$ cat src/rtl/cpd_pkg.sv
// Shared types and constants for the constrained Pareto dominance block.
// Used by cpd_accum, cpd_verdict and the top level; depends on nothing.
package cpd_pkg;

  // Default width of one solution element (signed fixed point).
  localparam int VALUE_WIDTH_DEF = 32;

  // Width of the saturating violation sums.
  localparam int SUM_W = 40;

  // Configuration port.
  localparam int CFG_ADDR_W = 3;
  localparam int CFG_DATA_W = 32;
  localparam logic REG_PENALTY_MODE = 1'b0;  // word select paddr[2] of penalty_mode

  // Result widths.
  localparam int VERDICT_W  = 2;
  localparam int OUT_DATA_W = 8;

  // Verdict codes.
  localparam logic [VERDICT_W-1:0] VERDICT_NONE   = 2'd0;
  localparam logic [VERDICT_W-1:0] VERDICT_FIRST  = 2'd1;
  localparam logic [VERDICT_W-1:0] VERDICT_SECOND = 2'd2;

  // Everything the verdict stage needs about one finished comparison.
  typedef struct packed {
    logic [SUM_W-1:0] viol_first;
    logic [SUM_W-1:0] viol_second;
    logic             first_smaller;
    logic             second_smaller;
  } snap_t;

endpackage

$ cat src/rtl/cpd_accum.sv
// Accumulation stage: violation sums and objective flags per comparison.
// Depends on cpd_pkg; hands a snapshot of each finished comparison onward.
module cpd_accum
  import cpd_pkg::*;
#(
  parameter int VALUE_WIDTH = VALUE_WIDTH_DEF
) (
  input  logic                   clk,
  input  logic                   rst_n,
  input  logic                   item_valid,
  output logic                   item_ready,
  input  logic                   item_objective,
  input  logic [VALUE_WIDTH-1:0] item_first,
  input  logic [VALUE_WIDTH-1:0] item_second,
  input  logic                   item_last,
  output logic                   snap_valid,
  input  logic                   snap_ready,
  output snap_t                  snap
);

  localparam int EXT_W = ((VALUE_WIDTH > SUM_W) ? VALUE_WIDTH : SUM_W) + 1;
  localparam logic signed [EXT_W-1:0] SUM_MIN_EXT =
    {{(EXT_W-SUM_W+1){1'b1}}, {(SUM_W-1){1'b0}}};

  logic [SUM_W-1:0] viol_first_r, viol_first_nxt;
  logic [SUM_W-1:0] viol_second_r, viol_second_nxt;
  logic             first_smaller_r, first_smaller_nxt;
  logic             second_smaller_r, second_smaller_nxt;
  logic             snap_valid_r, snap_valid_nxt;
  snap_t            snap_r, snap_nxt;
  logic             fire;
  logic signed [EXT_W-1:0] sum_first, sum_second;
  logic [SUM_W-1:0] upd_first, upd_second;

  // Adds the negative part of a value into a sum, clamping at the 40-bit minimum.
  function automatic logic signed [EXT_W-1:0] add_neg(
    input logic [SUM_W-1:0]       acc,
    input logic [VALUE_WIDTH-1:0] v
  );
    logic signed [EXT_W-1:0] acc_ext;
    logic signed [EXT_W-1:0] v_ext;
    logic signed [EXT_W-1:0] s;
    acc_ext = {{(EXT_W-SUM_W){acc[SUM_W-1]}}, acc};
    v_ext   = {{(EXT_W-VALUE_WIDTH){v[VALUE_WIDTH-1]}}, v};
    if (!v[VALUE_WIDTH-1]) begin
      s = acc_ext;
    end else begin
      s = acc_ext + v_ext;
      if (s < SUM_MIN_EXT) begin
        s = SUM_MIN_EXT;
      end
    end
    return s;
  endfunction

  // Non-last items never need the snapshot register, so they always move on.
  assign item_ready = !item_last || !snap_valid_r || snap_ready;
  assign fire       = item_valid && item_ready;

  assign sum_first  = add_neg(viol_first_r, item_first);
  assign sum_second = add_neg(viol_second_r, item_second);

  always_comb begin
    upd_first          = viol_first_r;
    upd_second         = viol_second_r;
    first_smaller_nxt  = first_smaller_r;
    second_smaller_nxt = second_smaller_r;
    if (item_objective) begin
      if ($signed(item_first) < $signed(item_second)) begin
        first_smaller_nxt = 1'b1;
      end else if ($signed(item_first) > $signed(item_second)) begin
        second_smaller_nxt = 1'b1;
      end
    end else begin
      upd_first  = sum_first[SUM_W-1:0];
      upd_second = sum_second[SUM_W-1:0];
    end

    snap_nxt.viol_first     = upd_first;
    snap_nxt.viol_second    = upd_second;
    snap_nxt.first_smaller  = first_smaller_nxt;
    snap_nxt.second_smaller = second_smaller_nxt;

    viol_first_nxt  = upd_first;
    viol_second_nxt = upd_second;
    if (item_last) begin
      viol_first_nxt     = '0;
      viol_second_nxt    = '0;
      first_smaller_nxt  = 1'b0;
      second_smaller_nxt = 1'b0;
    end

    snap_valid_nxt = snap_valid_r && !snap_ready;
    if (fire && item_last) begin
      snap_valid_nxt = 1'b1;
    end
  end

  always_ff @(posedge clk) begin
    if (!rst_n) begin
      viol_first_r     <= '0;
      viol_second_r    <= '0;
      first_smaller_r  <= 1'b0;
      second_smaller_r <= 1'b0;
      snap_valid_r     <= 1'b0;
    end else begin
      snap_valid_r <= snap_valid_nxt;
      if (fire) begin
        viol_first_r     <= viol_first_nxt;
        viol_second_r    <= viol_second_nxt;
        first_smaller_r  <= first_smaller_nxt;
        second_smaller_r <= second_smaller_nxt;
      end
    end
  end

  always_ff @(posedge clk) begin
    if (fire && item_last) begin
      snap_r <= snap_nxt;
    end
  end

  assign snap_valid = snap_valid_r;
  assign snap       = snap_r;

endmodule

$ cat src/rtl/cpd_verdict.sv
// Verdict stage: turns a comparison snapshot into the registered result.
// Depends on cpd_pkg; fed by cpd_accum, drives the result channel.
module cpd_verdict
  import cpd_pkg::*;
(
  input  logic                 clk,
  input  logic                 rst_n,
  input  logic                 penalty_mode,
  input  logic                 snap_valid,
  output logic                 snap_ready,
  input  snap_t                snap,
  output logic                 out_valid,
  input  logic                 out_ready,
  output logic [VERDICT_W-1:0] verdict
);

  logic                 out_valid_r, out_valid_nxt;
  logic [VERDICT_W-1:0] verdict_r, verdict_nxt;
  logic                 neg_first, neg_second;

  assign snap_ready = !out_valid_r || out_ready;
  assign neg_first  = snap.viol_first[SUM_W-1];
  assign neg_second = snap.viol_second[SUM_W-1];

  always_comb begin
    if (snap.first_smaller && !snap.second_smaller) begin
      verdict_nxt = VERDICT_FIRST;
    end else if (!snap.first_smaller && snap.second_smaller) begin
      verdict_nxt = VERDICT_SECOND;
    end else begin
      verdict_nxt = VERDICT_NONE;
    end
    // Feasibility overrides objectives unless penalties are handled elsewhere.
    if (!penalty_mode) begin
      if (neg_first && neg_second) begin
        if ($signed(snap.viol_first) > $signed(snap.viol_second)) begin
          verdict_nxt = VERDICT_FIRST;
        end else if ($signed(snap.viol_first) < $signed(snap.viol_second)) begin
          verdict_nxt = VERDICT_SECOND;
        end else begin
          verdict_nxt = VERDICT_NONE;
        end
      end else if (neg_first) begin
        verdict_nxt = VERDICT_SECOND;
      end else if (neg_second) begin
        verdict_nxt = VERDICT_FIRST;
      end
    end
    out_valid_nxt = (out_valid_r && !out_ready) || snap_valid;
  end

  always_ff @(posedge clk) begin
    if (!rst_n) begin
      out_valid_r <= 1'b0;
    end else begin
      out_valid_r <= out_valid_nxt;
    end
  end

  always_ff @(posedge clk) begin
    if (snap_valid && snap_ready) begin
      verdict_r <= verdict_nxt;
    end
  end

  assign out_valid = out_valid_r;
  assign verdict   = verdict_r;

endmodule

$ cat src/rtl/constrained_pareto_dominance.sv
// Top level of the constrained Pareto dominance checker: input register,
// configuration register and the two stages. Depends on cpd_pkg, cpd_accum, cpd_verdict.
//
//   Channel  Direction  Handshake              Contents
//   in_      slave      tvalid/tready          value pair, kind in tuser, end in tlast
//   out_     master     tvalid/tready          verdict, one per comparison
//   cfg_     APB slave  psel/penable/pready    penalty_mode at byte address 0
//
// One element pair is accepted in every cycle unless a stalled result holds it back; a
// verdict is offered once its last pair has passed input, snapshot and result registers.
// The accumulator stage, one saturating add per sum, sets the one-item-per-cycle rate.
// Reset is synchronous and active low; it clears the sums, the flags, penalty_mode
// and all valid bits. A stalled result fills the result and snapshot registers; a
// further last pair then waits in the input register and stalls the input channel.
module constrained_pareto_dominance
  import cpd_pkg::*;
#(
  parameter int VALUE_WIDTH = VALUE_WIDTH_DEF
) (
  input  logic                              clk,
  input  logic                              rst_n,
  // Input channel.
  input  logic                              in_tvalid,
  output logic                              in_tready,
  // tdata, lowest bit first: value_first, value_second, zero fill to a whole byte.
  input  logic [((2*VALUE_WIDTH+7)/8)*8-1:0] in_tdata,
  // tuser: is_objective (0 = constraint pair, 1 = objective pair).
  input  logic                              in_tuser,
  // tlast: last_element, the final pair of a comparison.
  input  logic                              in_tlast,
  // Result channel.
  output logic                              out_tvalid,
  input  logic                              out_tready,
  // tdata, lowest bit first: verdict (2 bits), zero fill to a whole byte.
  output logic [OUT_DATA_W-1:0]             out_tdata,
  // Configuration port.
  input  logic                              cfg_psel,
  input  logic                              cfg_penable,
  input  logic                              cfg_pwrite,
  input  logic [CFG_ADDR_W-1:0]             cfg_paddr,
  input  logic [CFG_DATA_W-1:0]             cfg_pwdata,
  output logic [CFG_DATA_W-1:0]             cfg_prdata,
  output logic                              cfg_pready
);

  // Input register: one element pair waiting for the accumulator.
  logic                   in_valid_r, in_valid_nxt;
  logic                   in_objective_r;
  logic [VALUE_WIDTH-1:0] in_first_r;
  logic [VALUE_WIDTH-1:0] in_second_r;
  logic                   in_last_r;
  logic                   item_ready;
  logic                   in_fire;

  // Configuration register.
  logic penalty_mode_r, penalty_mode_nxt;
  logic cfg_hit;

  // Between the stages.
  logic                 snap_valid;
  logic                 snap_ready;
  snap_t                snap;
  logic [VERDICT_W-1:0] verdict;

  // The input register takes a new pair whenever it is empty or being drained.
  assign in_tready    = !in_valid_r || item_ready;
  assign in_fire      = in_tvalid && in_tready;
  assign in_valid_nxt = in_fire || (in_valid_r && !item_ready);

  always_ff @(posedge clk) begin
    if (!rst_n) begin
      in_valid_r <= 1'b0;
    end else begin
      in_valid_r <= in_valid_nxt;
    end
  end

  always_ff @(posedge clk) begin
    if (in_fire) begin
      in_objective_r <= in_tuser;
      in_first_r     <= in_tdata[VALUE_WIDTH-1:0];
      in_second_r    <= in_tdata[2*VALUE_WIDTH-1:VALUE_WIDTH];
      in_last_r      <= in_tlast;
    end
  end

  // The register is written in the access phase; only word 0 exists, and other
  // words read as zero and ignore writes.
  assign cfg_pready = 1'b1;
  assign cfg_hit    = (cfg_paddr[2] == REG_PENALTY_MODE);

  always_comb begin
    penalty_mode_nxt = penalty_mode_r;
    if (cfg_psel && cfg_penable && cfg_pwrite && cfg_pready && cfg_hit) begin
      penalty_mode_nxt = cfg_pwdata[0];
    end
    cfg_prdata = cfg_hit ? {{(CFG_DATA_W-1){1'b0}}, penalty_mode_r} : '0;
  end

  always_ff @(posedge clk) begin
    if (!rst_n) begin
      penalty_mode_r <= 1'b0;
    end else begin
      penalty_mode_r <= penalty_mode_nxt;
    end
  end

  cpd_accum #(
    .VALUE_WIDTH (VALUE_WIDTH)
  ) u_accum (
    .clk            (clk),
    .rst_n          (rst_n),
    .item_valid     (in_valid_r),
    .item_ready     (item_ready),
    .item_objective (in_objective_r),
    .item_first     (in_first_r),
    .item_second    (in_second_r),
    .item_last      (in_last_r),
    .snap_valid     (snap_valid),
    .snap_ready     (snap_ready),
    .snap           (snap)
  );

  cpd_verdict u_verdict (
    .clk          (clk),
    .rst_n        (rst_n),
    .penalty_mode (penalty_mode_r),
    .snap_valid   (snap_valid),
    .snap_ready   (snap_ready),
    .snap         (snap),
    .out_valid    (out_tvalid),
    .out_ready    (out_tready),
    .verdict      (verdict)
  );

  assign out_tdata = {{(OUT_DATA_W-VERDICT_W){1'b0}}, verdict};

endmodule

$ cat config.mk
export PLATFORM = sky130hd
export DESIGN_NAME = constrained_pareto_dominance
export DESIGN_NICKNAME = d
export VERILOG_FILES = /design/src/rtl/cpd_pkg.sv /design/src/rtl/cpd_accum.sv /design/src/rtl/cpd_verdict.sv /design/src/rtl/constrained_pareto_dominance.sv
export SDC_FILE = /design/constraint.sdc
export NUM_CORES = 1
export LEC_CHECK = 0
export ABC_AREA = 1
export BUFFER_PORTS_ARGS = -buffer_cell sky130_fd_sc_hd__buf_2
export CORE_AREA = 2 2 181 183
export DETAILED_ROUTE_END_ITERATION = 10
export DIE_AREA = 0 0 183 185
export PLACE_DENSITY = 0.83
export SLEW_MARGIN = 40
export SYNTH_ARGS = -nofsm -noshare
export SYNTH_HDL_FRONTEND = slang
export SYNTH_HIERARCHICAL = 1
export SYNTH_SLANG_ARGS = --single-unit
$ cat constraint.sdc
create_clock -name clk -period 14.85 [get_ports clk]
set_clock_uncertainty 0.2 [all_clocks]
set_input_delay 1.485 -clock clk [delete_from_list [all_inputs] [get_ports clk]]
set_output_delay 1.485 -clock clk [all_outputs]
set_load 0.1 [all_outputs]
### Word-level counts from Yosys, hierarchy flattened

Cells that the tools add are included.

| word-level totals | value |
|---|---|
| flip-flop bits (word level) | 236 |
| input bits | 108 |
| output and inout port bits | 43 |
| word-level logic and storage cells | 79 |

| cells by class | value |
|---|---|
| add/subtract/negate cells | 2 |
| $lt $le $gt $ge | 6 |
| muxes and demuxes | 25 |
| bitwise operators | 1 |
| reductions and logical operators | 28 |

Operator list:

| operator | number |
|---|---|
| $mux W40 | 8 |
| $add A40 B32 Y41 | 2 |
| $lt A41 B40 Y1 const B | 2 |
| $gt A40 B40 Y1 | 1 |
| $lt A40 B40 Y1 | 1 |
| $gt A32 B32 Y1 | 1 |
| $lt A32 B32 Y1 | 1 |
| $mux W2 | 8 |
| $logic_and A1 B1 Y1 | 13 |
| $logic_not A1 Y1 | 9 |
| $mux W1 | 9 |
| $logic_or A1 B1 Y1 | 6 |
| $not A1 Y1 | 1 |

### Depth between registers and ports, before layout

Gate-level depths: netlist (run 1).

| logic depth | value |
|---|---|
| depth in word-level cells | 8 |
| gate-level depth with buffers | 20 |
| depth with buffers taken out | 18 |

### Modules after synthesis

Netlist (run 1), hierarchy kept.

By module, submodules not included:

| module | times used | cells an instance | area each (µm²) | seq. area each (µm²) |
|---|---|---|---|---|
| cpd_accum | 1 | 2208 | 13549.2 | 4124.0 |
| constrained_pareto_dominance | 1 | 124 | 2384.8 | 2021.9 |
| cpd_verdict | 1 | 227 | 1387.6 | 80.1 |

### Worst setup path after synthesis (run 1)

OpenSTA, ideal clock, no wires.

| path | value |
|---|---|
| path type | input port to flip-flop |
| start | input out_tready |
| end | register in_first_r[0] (enable) |
| setup time | 0.512 ns |
| data arrival time | 5.014 ns |
| required time | 14.138 ns |
| slack | 9.124 ns |
| stages | 8 |
| path buffers | 0 |
| cell sequence | inv_1 nand2_1 inv_1 nand2_1 inv_1 nand2_1 inv_1 a21oi_1 |

| on the way | value |
|---|---|
| word-level cells in the longest chain between the ends | 4 |

Ends and longest elaborated chain:

| item | RTL line | text |
|---|---|---|
| from (decl) | constrained_pareto_dominance.sv:33 | `input logic out_tready,` |
| $logic_or A1 B1 Y1 | cpd_verdict.sv:21 | `assign snap_ready = !out_valid_r \|\| out_ready;` |
| via snap_ready | constrained_pareto_dominance.sv:61 | `logic snap_ready;` |
| $logic_or A1 B1 Y1 | cpd_accum.sv:57 | `assign item_ready = !item_last \|\| !snap_valid_r \|\| snap_ready;` |
| via item_ready | constrained_pareto_dominance.sv:52 | `logic item_ready;` |
| $logic_or A1 B1 Y1 | constrained_pareto_dominance.sv:66 | `assign in_tready = !in_valid_r \|\| item_ready;` |
| $logic_and A1 B1 Y1 | constrained_pareto_dominance.sv:67 | `assign in_fire = in_tvalid && in_tready;` |
| via in_fire | constrained_pareto_dominance.sv:53 | `logic in_fire;` |
| to (signal assigned) | constrained_pareto_dominance.sv:81 | `in_first_r <= in_tdata[VALUE_WIDTH-1:0];` |
| to (decl) | constrained_pareto_dominance.sv:49 | `logic [VALUE_WIDTH-1:0] in_first_r;` |

The timed path passes the listed nets, and every way through them passes these cells.
A chain may end at the register's enable or synchronous reset.

### Worst setup path after layout (run 1)

| path | value |
|---|---|
| start | input out_tready |
| end | output in_tready |

| on the way | value |
|---|---|
| word-level cells in the longest chain between the ends | 3 |

Ends and longest elaborated chain:

| item | RTL line | text |
|---|---|---|
| $logic_or A1 B1 Y1 | cpd_verdict.sv:21 |  |
| via snap_ready | constrained_pareto_dominance.sv:61 |  |
| $logic_or A1 B1 Y1 | cpd_accum.sv:57 |  |
| via item_ready | constrained_pareto_dominance.sv:52 |  |
| $logic_or A1 B1 Y1 | constrained_pareto_dominance.sv:66 |  |
| to (decl) | constrained_pareto_dominance.sv:24 | `output logic in_tready,` |

The timed path passes the listed nets, and every way through them passes these cells.

==> impl_metrics.py, run 1 <==
metrics = {
    "outcome": {
        "status": "finished clean",
    },
    "clock_network": {
        "cts_root_buf": "clkbuf_16",
        "clk_path_buf_depth": 3,
        "post_cts_buffers": 0,
        "path_clk_slew_ns": 0.06,
        "htree_levels": 1,
        "clk-insertion-delay-late_ns": 0.53,
        "numCtsBuffers": 25,
        "cts_tree": "yes",
        "cts_resized": 0,
        "cts_hold_buf": 0,
        "cts.sinks": 236,
    },
    "timing": {
        "final.setup.tns_ns": 0,
        "slew_headroom_pct": 44.64,
        "finalCriticalPeriod_ns": 4.188,
        "hold_violations": 0,
        "tightest_slew_ns": 0.8275,
        "rsz0062_at_grt": "false",
        "slew_violations": 0,
        "post-route-period-util_pct": 28.20,
        "setup_violations": 0,
        "fmax_mhz": 238.8,
    },
    "synth": {
        "syn_inst": 2559,
        "yosys_most_used_dff": "edfxtp_1",
        "post_synth_num_cell_types": 42,
        "ys.warnings.count": 6,
        "synth_edf_count": 150,
        "synth.area.top_cells": "edfxtp_1 26%, nand2_1 22%, ha_1 11%",
        "synth_top_area_share_pct": 26.00,
        "avgSynthCellArea_um2": 6.769,
        "yosysSeqAreaShare_pct": 35.94,
        "netlist_area_um2": 17320,
        "async_flop_share_pct": 0,
        "ys_ff_latch": 236,
        "yosysTopAreaCell": "edfxtp_1",
    },
    "min_path": {
        "hp-class": "reg2reg",
    },
    "critical_path": {
        "rr_worst_depth": 17,
        "endpoint": "in_tready",
        "reg2reg_slack_ns": 11.20,
        "crit_path_max_fanout": 2,
        "crit_type": "in2out",
        "worst_r2r_startpoint": "in_second_r[0]$_DFFE_PP_",
        "rr_endpoint": "u_accum/viol_second_r[15]$_SDFFE_PN0P_",
        "worstPathRequired_ns": 13.16,
        "crit_start": "out_tready",
        "cp-start-kind": "input pin",
        "crit_path_top_delay_cell": "buf_2",
        "max_stage_delay_ns": 0.43,
        "crit_arrival_ns": 2.50,
        "worstSetupEndpointType": "output pin",
        "worstPathCellList": "buf_2, inv_1, nand2_1, inv_1, nand2_1, inv_1, nand2_1, inv_1, nand2_1, buf_2",
    },
    "finish": {
        "drive_gt1_share_pct": 6.929,
        "fillers": 2940,
        "syn_to_final_growth_pct": 8.827,
        "antenna_cells": 0,
        "nets": 2886,
        "fin_area_um2": 18850,
        "instances_no_fill": 3049,
    },
    "drt": {
        "vias": 16250,
        "drt-total-wl_mm": 49.09,
        "antenna_left": 0,
        "drt_iter0_markers": 1688,
        "routedWlPerCell_um": 16.10,
        "vias_per_cell": 5.328,
        "drc": 0,
        "dr.pass1.iters": 6,
    },
    "die": {
        "die_h_um": 185,
        "dieArea_um2": 33860,
        "start_util_pct": 54.06,
        "ioPinCount": 151,
        "core_um2": 32040,
        "die_x_um": 183,
        "fp-row-count": 66,
    },
    "pwr": {
        "power_density_nw_per_um2": 92.22,
        "peakVddDrop_v": 0.00009295,
        "p_leak_nw": 9.534,
    },
    "placement": {
        "placed_area_um2": 17940,
        "hpwlAfterDp_mm": 37.39,
        "post-place-cells": 3004,
        "place_congestion": 0.9834,
        "numPortBuffers": 79,
    },
    "global_routing": {
        "gr-usage-all-layers_pct": 28.80,
        "grt_pass1_wl_mm": 77.05,
        "grt_overflow_total": 0,
        "grt_pass1_vias": 15190,
        "grt_max_degree": 83,
        "antenna_found_initial": 0,
    },
    "flow_run": {
        "maxCapViolations": 0,
    },
}
logic make-up (layout without fill, tap and decap cells):
| family | after synthesis | in the layout | synth area share (%) |
|---|---|---|---|
| AOI/OAI and AO/OA | 317 | 317 | 9.665 |
| xor gates and xnor gates | 11 | 11 | 0.5562 |
| adders and majority gates | 155 | 155 | 11.28 |
| buffers and inverters | 457 | 503 | 10.96 |
| DFF | 236 | 236 | 35.94 |
| other | 2 | 38 | 0.04336 |
| and+or+nand+nor | 1381 | 1381 | 31.54 |
per-layer routing:
| layer | track usage [%] | vias up | wire (um) |
|---|---|---|---|
| li1 | - | 8108 | - |
| met1 | 38.01 | 7473 | 21560 |
| met2 | 49.71 | 561 | 22960 |
| met3 | 2.635 | 103 | 2879 |
| met4 | 9.920 | 0 | 1694 |
| met5 | 0 | - | 0 |
power by group:
group	total, W	switching, W	internal [W]
registers	0.000760	0.0000283	0.000732
clock network	0.000682	0.000263	0.000418
logic	0.000297	0.000217	0.0000796
worst max-delay path, delay by kind of cell:
kind / cells / cell delay [ns]
and+or+nand+nor: 4 / 0.28
buffers and inverters: 6 / 0.72
cells in the mapped netlist (all sizes together) (8+ instances only):
master and count:
nand2 1023, inv 371, nor2 251, a21oi 222, ha 153, edfxtp 150
dfxtp 86, o21ai 76, nand3 67, buf 48, clkbuf 37, nor3 17
and2 8
registers in the layout, summed over array words and instances, names as in the netlist:
name / flops
u_accum/viol_first_r: 40
penalty_mode_r: 1
u_verdict/out_valid: 1
u_accum/snap_valid: 1
u_accum/first_smaller_r: 1
in_second_r: 32
u_accum/second_smaller_r: 1
u_accum/viol_second_r: 40
u_accum/snap: 82
in_last_r: 1
in_valid_r: 1
in_objective_r: 1
u_verdict/verdict: 2
in_first_r: 32
layout by cell type, fill, tap and decap left out, drive strengths merged, types with 8 or more instances in the layout:
cell	synthesis	routed
nor3	17	17
ha	153	153
nand3	67	67
dfxtp	86	86
nand2	1023	1023
buf	48	86
edfxtp	150	150
clkinv	1	10
o21ai	76	76
conb	2	38
clkbuf	37	28
nor2	251	251
and2	8	8
inv	371	371
a21oi	222	222
area by class of cell:
class / count / area (um2) / share of cell area, %
Inverter: 372 / 1399 / 7.421
Timing Repair Buffer: 86 / 466.7 / 2.476
Sequential cell: 236 / 6226 / 33.03
Clock inverter: 17 / 246.5 / 1.308
Multi-Input combinational cell: 1902 / 9355 / 49.63
Tap cell: 408 / 510.5 / 2.708
Clock buffer: 28 / 646.9 / 3.432
metrics by stage:
stage / util [%] / setup WS, ns / total power (W) / hold slack, ns
3_5_place_dp: 56.01 / 10.68 / 0.001062 / 0.2782
2_1_floorplan: - / 9.124 / 0.0009903 / 0.2447
3_3_place_gp: 55.98 / 10.58 / 0.001051 / 0.2572
6_report: 58.83 / 10.66 / 0.001738 / 0.2877
4_1_cts: 58.79 / 10.68 / 0.001742 / 0.2879
5_1_grt: 58.83 / 10.55 / 0.001808 / 0.3064
worst min path at each step:
| stage | startpoint | end | slack [ns] | depth (start not counted) |
|---|---|---|---|---|
| after floorplan | u_accum/first_smaller_r$_SDFFE_PN0P_ | u_accum/first_smaller_r$_SDFFE_PN0P_ | 0.24 | 2 |
| after global placement | u_accum/second_smaller_r$_SDFFE_PN0P_ | u_accum/second_smaller_r$_SDFFE_PN0P_ | 0.26 | 2 |
| after detailed placement | u_accum/viol_first_r[7]$_SDFFE_PN0P_ | u_accum/viol_first_r[7]$_SDFFE_PN0P_ | 0.28 | 2 |
| after CTS | u_accum/viol_first_r[7]$_SDFFE_PN0P_ | u_accum/viol_first_r[7]$_SDFFE_PN0P_ | 0.29 | 2 |
| after global routing | u_accum/viol_first_r[7]$_SDFFE_PN0P_ | u_accum/viol_first_r[7]$_SDFFE_PN0P_ | 0.31 | 2 |
| final | u_accum/viol_first_r[9]$_SDFFE_PN0P_ | u_accum/viol_first_r[9]$_SDFFE_PN0P_ | 0.29 | 2 |
(Power assumes the default switching activity.)
==> run 2, diff against run 1 <==
==> constraint.sdc (replaced) <==
create_clock -name clk -period 4 [get_ports clk]
set_clock_uncertainty 0.2 [all_clocks]
set_input_delay 0.4 -clock clk [delete_from_list [all_inputs] [get_ports clk]]
set_output_delay 0.4 -clock clk [all_outputs]
set_load 0.1 [all_outputs]
==> run 2 against run 1 <==
Effect of this change: clock-buffer cell count grew 2; non-clock buffer count grew 73; worst setup slack lost 10 ns; utilization grew 2.4 points; die area is the same; critical path depth grew 8; clock power grew to 3.8 times the previous value.
==> impl_metrics.py, run 2 (synthesized netlist as in run 1, its figures left out) <==
metrics = {
    "pwr": {
        "p_leak_nw": 9.868,
        "comb_power_share_pct": 17.9,
        "p_int_w": 0.004619,
        "pwr-share-seq_pct": 42.8,
        "pwr-share-clk_pct": 39.3,
        "switching_power_w": 0.001978,
        "power_density_nw_per_um2": 336.2,
        "p_sw_share_pct": 29.99,
        "total_power_w": 0.006597,
        "peakVddDrop_v": 0.0003302,
    },
    "finish": {
        "final_common_cell": "nand2_1",
        "drive_gt1_share_pct": 7.111,
        "largest_reg_flops": 82,
        "syn_to_final_growth_pct": 13.27,
        "fillers": 2827,
        "final_cell_mix": "1003 x nand2_1, 364 x inv_1, 243 x nor2_1",
        "nets": 2959,
    },
    "clock_network": {
        "numCtsBuffers": 25,
        "cts_hold_buf": 68,
        "cts_resized": 0,
        "cts_tree": "yes",
        "clk-insertion-delay-late_ns": 0.53,
        "path_clk_slew_ns": 0.07,
        "htree_levels": 1,
        "cts_root_buf": "clkbuf_16",
        "clk_path_buf_depth": 3,
        "post_cts_buffers": 0,
        "cts.sinks": 236,
    },
    "drt": {
        "drt_iter0_markers": 1691,
        "drt-total-wl_mm": 51.52,
        "dr.pass1.iters": 8,
        "vias_per_cell": 5.391,
        "drc": 0,
        "antenna_left": 0,
        "vias": 16840,
        "routedWlPerCell_um": 16.49,
    },
    "min_path": {
        "min-delay-start": "in_tvalid",
        "hold_end": "in_valid_r$_SDFF_PN0_",
        "holdPathStages": 3,
        "hp-class": "in2reg",
    },
    "global_routing": {
        "grt_pass1_wl_mm": 81.59,
        "grt_max_degree": 67,
        "grt_pass1_vias": 16000,
        "grt_overflow_total": 0,
        "gr-usage-all-layers_pct": 30.40,
        "antenna_found_initial": 2,
    },
    "outcome": {
        "status": "finished clean",
    },
    "timing": {
        "fmax_mhz": 290.1,
        "hold_violations": 0,
        "tightest_slew_ns": 0.7733,
        "final.setup.tns_ns": 0,
        "post-route-period-util_pct": 86.19,
        "finalCriticalPeriod_ns": 3.447,
        "slew_violations": 0,
        "hold_ws_ns": 0.01141,
        "fin_ws_ns": 0.5526,
        "slew_headroom_pct": 48.37,
        "setup_violations": 0,
        "rsz0062_at_grt": "false",
    },
    "critical_path": {
        "crit_family": "simple AND/OR/NAND/NOR gates",
        "crit_path_top_delay_cell": "fa_1",
        "crit_arrival_ns": 3.68,
        "worstPathCellList": "ha_1, fa_1, nand2_1, nand3_1, nand3_1, nand2_1, nand2_1, nand3_2, nand2_1, nand2_1, nand2_1, nand2_1, nand2_2, buf_4, nand2_1, nand2_1, nand2_1, a21oi_1",
        "worst_r2r_startpoint": "in_second_r[0]$_DFFE_PP_",
        "max_stage_delay_ns": 0.46,
        "rr_worst_depth": 18,
        "cp-start-kind": "flop",
        "reg2reg_slack_ns": 0.55,
        "worstSetupEndpointType": "flop",
        "crit_path_max_fanout": 39,
        "path_common_cell": "nand2_1",
        "rr_endpoint": "u_accum/viol_second_r[20]$_SDFFE_PN0P_",
        "crit_type": "reg2reg",
        "critPathBufInv": 1,
        "worstPathRequired_ns": 4.23,
    },
    "flow_run": {
        "maxCapViolations": 0,
    },
    "die": {
        "fp-row-count": 66,
        "die_h_um": 185,
        "die_x_um": 183,
        "dieArea_um2": 33860,
        "start_util_pct": 54.06,
        "ioPinCount": 151,
        "core_um2": 32040,
    },
    "placement": {
        "place_congestion": 1.006,
        "hpwlAfterDp_mm": 37.15,
        "numPortBuffers": 79,
        "dp_slack_ns": 0.6766,
    },
}
## run 2: changes by cell type in the layout (fill, tap and decap cells not counted), sizes merged
cell and delta:
clkinvlp -1, buf +5, bufinv -2, dlygate4sd3 +68, clkbuf +2, diode +2, inv +3, clkinv -2
## run 2: worst reg2reg max path, stage by stage (launching register included)
cell	delay, ns
edfxtp_1	0.42
ha_1	0.29
fa_1	0.46
nand2_1	0.11
nand3_1	0.10
nand3_1	0.08
nand2_1	0.13
nand2_1	0.12
nand3_2	0.14
nand2_1	0.14
nand2_1	0.07
nand2_1	0.08
nand2_1	0.06
nand2_2	0.06
buf_4	0.38
nand2_1	0.12
nand2_1	0.17
nand2_1	0.07
a21oi_1	0.15
## run 2: final cells by class
| class | instances | area [um2] | share of cell area, % |
|---|---|---|---|
| Tap cell | 408 | 510.5 | 2.602 |
| Inverter | 372 | 1399 | 7.130 |
| Multi-Input combinational cell | 1902 | 9355 | 47.68 |
| Clock buffer | 30 | 716.9 | 3.654 |
| Sequential cell | 236 | 6226 | 31.73 |
| Clock inverter | 15 | 205.2 | 1.046 |
| Timing Repair Buffer | 159 | 1202 | 6.128 |
| Antenna cell | 2 | 5.005 | 0.02551 |
## run 2: worst max-delay path by stage
stage | startpoint | to | slack, ns | cells past startpoint
2_1_floorplan | u_verdict/out_valid$_SDFF_PN0_ | in_first_r[0]$_DFFE_PP_ | 0.34 | 7
3_3_place_gp | in_second_r[0]$_DFFE_PP_ | u_accum/viol_second_r[20]$_SDFFE_PN0P_ | 0.74 | 18
3_5_place_dp | in_second_r[0]$_DFFE_PP_ | u_accum/viol_second_r[20]$_SDFFE_PN0P_ | 0.68 | 18
4_1_cts | in_second_r[0]$_DFFE_PP_ | u_accum/viol_second_r[20]$_SDFFE_PN0P_ | 0.60 | 18
5_1_grt | in_second_r[0]$_DFFE_PP_ | u_accum/viol_second_r[20]$_SDFFE_PN0P_ | 0.34 | 18
6_report | in_second_r[0]$_DFFE_PP_ | u_accum/viol_second_r[20]$_SDFFE_PN0P_ | 0.55 | 18
## run 2: through the flow
step	instance area, um2	cells	util, %
after global placement	17990	3008	56.15
after detailed placement	18010	3009	56.20
final	19620	3124	61.23
after floorplan	17460	2595	-
after global routing	19620	3124	61.23
after CTS	19610	3122	61.20
## run 2: power groups by stage
stage               clock network [W]  registers [W]  logic, W
finish                        0.00259        0.00282   0.00118
global route                  0.00271        0.00283   0.00130
CTS                           0.00259        0.00282   0.00114
detailed placement                  0        0.00287   0.00108
global placement                    0        0.00287   0.00104
floorplan                           0        0.00282  0.000859
## run 2: metal layers
metal,GRT usage (%),vias to the layer above,routed length [um]
met1,38.67,7711,21130
met4,11.46,0,2154
met2,53.42,729,24420
li1,-,8256,-
met5,0,-,0
met3,3.205,145,3818
